**src/bap_pkg.sv**
```systemverilog
// ----------------------------------------------------------------------------
// bap_pkg
// Shared types and constants for the block average pixelate filter.
// ----------------------------------------------------------------------------
package bap_pkg;

  localparam int MAX_WIDTH_DEF  = 4096;
  localparam int MAX_HEIGHT_DEF = 4096;
  localparam int MAX_BLOCK_DEF  = 64;
  localparam int DEFAULT_BLOCK  = 8;

  localparam int CFG_IDX_W  = 2;
  localparam int CFG_DATA_W = 13;
  localparam int BSIZE_W    = 7;
  localparam int DIM_W      = 13;
  localparam int PIX_W      = 32;
  localparam int CH_W       = 8;
  localparam int NUM_CH     = 4;
  localparam int SUM_W      = 20;
  localparam int IDX_W      = 11;
  localparam int STEP_W     = $clog2(SUM_W);

  localparam logic [CFG_IDX_W-1:0] CFG_BLOCK_SIZE   = 2'd0;
  localparam logic [CFG_IDX_W-1:0] CFG_FRAME_WIDTH  = 2'd1;
  localparam logic [CFG_IDX_W-1:0] CFG_FRAME_HEIGHT = 2'd2;

  localparam logic [BSIZE_W-1:0] BSIZE_RST  = 7'd8;
  localparam logic [DIM_W-1:0]   WIDTH_RST  = 13'd640;
  localparam logic [DIM_W-1:0]   HEIGHT_RST = 13'd480;
  localparam logic [CH_W-1:0]    CH_MAX     = 8'hFF;

  typedef struct packed {
    logic [PIX_W-1:0] pixel;
    logic             frame_start;
  } in_word_t;

  typedef struct packed {
    logic [PIX_W-1:0] average_pixel;
    logic [IDX_W-1:0] block_column;
    logic [IDX_W-1:0] block_row;
    logic             frame_done;
  } out_word_t;

  typedef struct packed {
    logic clr;
    logic norm;
    logic scale;
    logic take;
    logic add;
    logic div_step;
    logic out_load;
  } bap_cmd_t;

  typedef struct packed {
    logic clr_last;
    logic scale_done;
    logic blk_end;
    logic out_free;
  } bap_sts_t;

endpackage

```
**src/bap_ctrl.sv**
```systemverilog
// ----------------------------------------------------------------------------
// bap_ctrl
// Sequencer for the clearing pass, position recompute and per-pixel steps.
// ----------------------------------------------------------------------------
module bap_ctrl
  import bap_pkg::*;
(
  input  logic     clk,
  input  logic     rst_n,
  input  logic     cfg_wen,
  input  logic     in_valid,
  output logic     in_stall,
  output bap_cmd_t cmd,
  input  bap_sts_t sts
);

  typedef enum logic [2:0] {
    S_CLEAR, S_IDLE, S_NORM, S_SCALE, S_READ, S_ADD, S_DIV, S_OUT
  } state_t;

  state_t            state_r, state_nxt;
  logic              pend_r, pend_nxt;
  logic [STEP_W-1:0] step_r, step_nxt;

  assign in_stall = (state_r != S_IDLE) || pend_r;

  always_comb begin
    state_nxt = state_r;
    pend_nxt  = pend_r || cfg_wen;
    step_nxt  = step_r;
    cmd       = '0;
    unique case (state_r)
      S_CLEAR: begin
        cmd.clr = 1'b1;
        if (sts.clr_last) state_nxt = S_IDLE;
      end
      S_IDLE: begin
        if (pend_r) begin
          state_nxt = S_NORM;
        end else if (in_valid) begin
          cmd.take  = 1'b1;
          state_nxt = S_READ;
        end
      end
      S_NORM: begin
        // Settings changed: bring the position back into the frame.
        cmd.norm  = 1'b1;
        pend_nxt  = cfg_wen;
        state_nxt = S_SCALE;
      end
      S_SCALE: begin
        cmd.scale = 1'b1;
        if (sts.scale_done) state_nxt = S_IDLE;
      end
      S_READ: state_nxt = S_ADD;
      S_ADD: begin
        cmd.add  = 1'b1;
        step_nxt = '0;
        state_nxt = sts.blk_end ? S_DIV : S_IDLE;
      end
      S_DIV: begin
        cmd.div_step = 1'b1;
        step_nxt     = step_r + 1'b1;
        if (step_r == STEP_W'(SUM_W - 1)) state_nxt = S_OUT;
      end
      S_OUT: begin
        if (sts.out_free) begin
          cmd.out_load = 1'b1;
          state_nxt    = S_IDLE;
        end
      end
      default: state_nxt = S_IDLE;
    endcase
  end

  always_ff @(posedge clk) begin
    if (!rst_n) begin
      state_r <= S_CLEAR;
      pend_r  <= 1'b0;
      step_r  <= '0;
    end else begin
      state_r <= state_nxt;
      pend_r  <= pend_nxt;
      step_r  <= step_nxt;
    end
  end

endmodule

```
**config.mk**
```make
export PLATFORM = sky130hd
export DESIGN_NAME = bap_ctrl
export DESIGN_NICKNAME = d
export VERILOG_FILES = /design/src/bap_pkg.sv /design/src/bap_ctrl.sv
export SDC_FILE = /design/constraint.sdc
export NUM_CORES = 1
export LEC_CHECK = 0
export BUFFER_PORTS_ARGS = -buffer_cell sky130_fd_sc_hd__buf_4
export CORE_MARGIN = 5
export CORE_UTILIZATION = 39
export DETAILED_ROUTE_END_ITERATION = 10
export SLEW_MARGIN = 20
export SYNTH_ARGS = -nofsm -noshare
export SYNTH_HDL_FRONTEND = slang
export SYNTH_SLANG_ARGS = --single-unit
```
**constraint.sdc**
```tcl
create_clock -name clk -period 1.8 [get_ports clk]
set_input_delay 0.54 -clock clk [delete_from_list [all_inputs] [get_ports clk]]
set_output_delay 0.54 -clock clk [all_outputs]
set_load 0.05 [all_outputs]
```
==> impl_summary.txt <==
----------------------------------------------------
[Critical path]
  Crit start category ... register
  Type of destination of the critical path ... primary output
  Arrival time reported for the critical path endpoint ... 1.25 ns
  Crit Path Category ... reg -> out
  Biggest fanout along the worst timing path ... 4
  Critical path data required time ... 1.26 ns

[Clock network]
  Number of sinks handled by clock tree synthesis ... 9
  Insertion delay of the later-clocked pin in the worst-skew pair ... 0.26 ns
  Buffer cell driving the clock tree root ... sky130_fd_sc_hd__clkbuf_4
  CTS tree ... built
  Deepest clock path buffer count ... 2
  Number of buffers created by CTS ... 3
  Htree depth ... 1
  Hold_buf cts ... 0
  Clock-pin slew on the worst setup and hold paths ... 0.07 ns

[Pwr]
  Leakage component of the power ... 0.343 nW
  Worst-case vdd ir drop ... 0.426 mV
  Cell Pwr Density ... 716 nW/um^2

[GRT]
  Vias in the first global route ... 475
  First-pass GRT wire length ... 2.05 mm
  GRT overflow ... 0
  Antenna violations before repair ... 0
  Largest net degree at the start of global routing ... 15
  All-Layer GR Usage ... 0.134

[Drt]
  Metal3 WL ... 86 um
  Router iterations before antenna repair ... 4
  Routed WL ... 1.18 mm
  Remaining design rule violation count ... 0
  Highest signal layer in the routed design ... met4
  Wl on met1 ... 550 um
  Via count of the routed design ... 531
  Vias/cell ... 5.42
  Initial DRC count ... 5
  Wirelength per Cell ... 12.0 um
  Total met2 wirelength after detailed routing ... 525 um
  Antenna Nets Post-Route ... 0

[Outcome]
  Status ... finished clean

[Placed design]
  Number of port buffers ... 15
  HPWL Detailed ... 868 um
  Last weighted congestion value of the routability-driven placer ... 0.723
  Cell count after placement ... 92
  Instance area after placement ... 678 um^2

[Synth]
  Register bit total from synthesis ... 9
  Post-synth EDFFs ... 0
  Top cell types by occurrence after synthesis ... 9 x sky130_fd_sc_hd__dfxtp_1, 5 x sky130_fd_sc_hd__a21oi_1, 5 x sky130_fd_sc_hd__nor2_1
  Share of synthesized registers carrying an async set or reset ... 0
  Post-synthesis sequential area ratio ... 0.336
  Syn_area_per_cell ... 8.37 um^2
  Main flop type after synthesis ... sky130_fd_sc_hd__dfxtp_1
  Post-synthesis cell type count ... 29
  Warning count from the yosys run ... 0
  Synth top area cells ... sky130_fd_sc_hd__dfxtp_1 34%, sky130_fd_sc_hd__a21oi_1 4.7%, sky130_fd_sc_hd__buf_6 4.2%
  Post-synth top area share ... 0.336
  Most instantiated library cell after synthesis ... sky130_fd_sc_hd__dfxtp_1
  Mapped Nets ... 73
  Largest area contributor in the synthesized netlist ... sky130_fd_sc_hd__dfxtp_1
  Synthesized area ... 536 um^2
  Count of mapped cells out of synthesis ... 64

[Timing]
  Final slew viol count ... 0
  Highest Clock Rate ... 0.559 GHz
  Normalized max-slew margin ... 0.828
  Final setup skew ... 0.00988 ns
  Hold violation total from the final report ... 0
  Setup repair after global routing missed its margin ... true
  Shortest clock period the worst path allows after layout ... 1.79 ns
  Final cycle utilization of the critical path ... 0.994
  Endpoints failing setup ... 0
  Actual transition at the worst max-transition pin ... 0.256 ns

[Layout]
  Area growth, synth to finish ... 37.9%
  Share of cells above drive strength 1 ... 0.386
  Antenna Diode Count ... 0
  Count of nets after finishing ... 93
  Final cell count without fillers ... 98
  Final Instance Area ... 738 um^2

[Floorplanning]
  Die Height ... 47.1 um
  Die boundary width ... 47.1 um
  Std-Cell Core Area ... 1300 um^2
  Die outline area ... 2210 um^2
  # rows ... 13
  Count of boundary I/O pins ... 16
  Starting density of the core ... 0.412

[Job]
  Number of max-cap violations ... 0

[Hold path]
  Kind of path behind the tightest hold check ... in -> reg

----------------------------------------------------
==> cell families after synthesis <==
family	count (synthesis)	share of synthesized area
flops	9	0.336
fa+ha+maj	1	0.0234
compound gates	15	0.178
mux	2	0.0397
buf+inv	7	0.0818
simple gates	30	0.341
==> power by group <==
group	total, mW	internal, mW	switching (mW)	leakage, nW
logic	0.142	0.0636	0.0784	0.252
clock network	0.157	0.0854	0.0712	0.0150
registers	0.230	0.208	0.0219	0.0753
==> flip-flops by register name, summed over array words and instances, names as in the netlist <==
signal / count
pend_r: 1
state_r: 3
step_r: 5
==> worst max-delay path: stages, from the launching register on <==
cell and delay [ns]:
sky130_fd_sc_hd__dfxtp_4 0.35, sky130_fd_sc_hd__nand2b_4 0.15, sky130_fd_sc_hd__or3_1 0.32, sky130_fd_sc_hd__buf_6 0.16
==> final timing paths <==
kind | start | to | slack [ns] | cells past startpoint
setup / recovery | state_r[1] | in_stall | 0.01 | 3
setup reg to reg | state_r[1] | step_r[3] | 0.49 | 5
hold / removal | cfg_wen | pend_r | 0.49 | 2
hold reg to reg | step_r[1] | step_r[1] | 0.50 | 2
==> metal layers <==
metal / vias to the layer above / GRT usage
met5: - / 0
met2: 16 / 0.184
met3: 2 / 0.0460
met4: 0 / 0.0663
li1: 272 / -
met1: 241 / 0.184
==> stage by stage <==
| stage | setup WS (ns) | util | setup TNS, ns | power, mW | hold WS [ns] |
|---|---|---|---|---|---|
| after floorplan | 0.0151 | - | 0 | 0.334 | 0.465 |
| after global placement | 0.137 | 0.521 | 0 | 0.368 | 0.479 |
| after detailed placement | 0.132 | 0.521 | 0 | 0.368 | 0.489 |
| after CTS | 0.00109 | 0.567 | 0 | 0.536 | 0.484 |
| after global routing | -0.0186 | 0.567 | -0.0327 | 0.556 | 0.493 |
| final | 0.00993 | 0.567 | 0 | 0.529 | 0.487 |
==> what timing repair did <==
| item | in CTS | in global routing |
|---|---|---|
| buffers inserted | 2 | 0 |
| setup endpoints to repair | 8 | 2 |
| pin swaps | 1 | 1 |
| resized for setup | 8 | 0 |
==> area by class of cell <==
class | instances | area [um^2]
clock buffers | 4 | 26.3
fillers | 127 | 563
well taps | 15 | 18.8
multi-input cells | 48 | 340
flip-flops and latches | 9 | 191
repair buffers | 19 | 150
inverters | 3 | 11.3
==> cells in the final DEF (no fill, tap or decap), types with 2 or more instances in the layout <==
cell / Yosys / routed
sky130_fd_sc_hd__buf_4: 0 / 17
sky130_fd_sc_hd__dfxtp_1: 9 / 6
sky130_fd_sc_hd__a21oi_1: 5 / 5
sky130_fd_sc_hd__nand2_1: 4 / 4
sky130_fd_sc_hd__nor2_1: 5 / 4
sky130_fd_sc_hd__inv_1: 3 / 3
sky130_fd_sc_hd__or3_1: 3 / 3
sky130_fd_sc_hd__nand3_1: 3 / 3
sky130_fd_sc_hd__clkbuf_4: 0 / 3
sky130_fd_sc_hd__dfxtp_4: 0 / 3
sky130_fd_sc_hd__o211ai_1: 2 / 2
sky130_fd_sc_hd__nor2b_1: 2 / 2
sky130_fd_sc_hd__o21a_1: 2 / 2
sky130_fd_sc_hd__nor4_1: 2 / 2
sky130_fd_sc_hd__nor3_1: 3 / 2
sky130_fd_sc_hd__o21ai_0: 2 / 2
sky130_fd_sc_hd__and2_1: 2 / 2
sky130_fd_sc_hd__buf_6: 2 / 2
No activity file was read; power rests on OpenSTA's default activity.
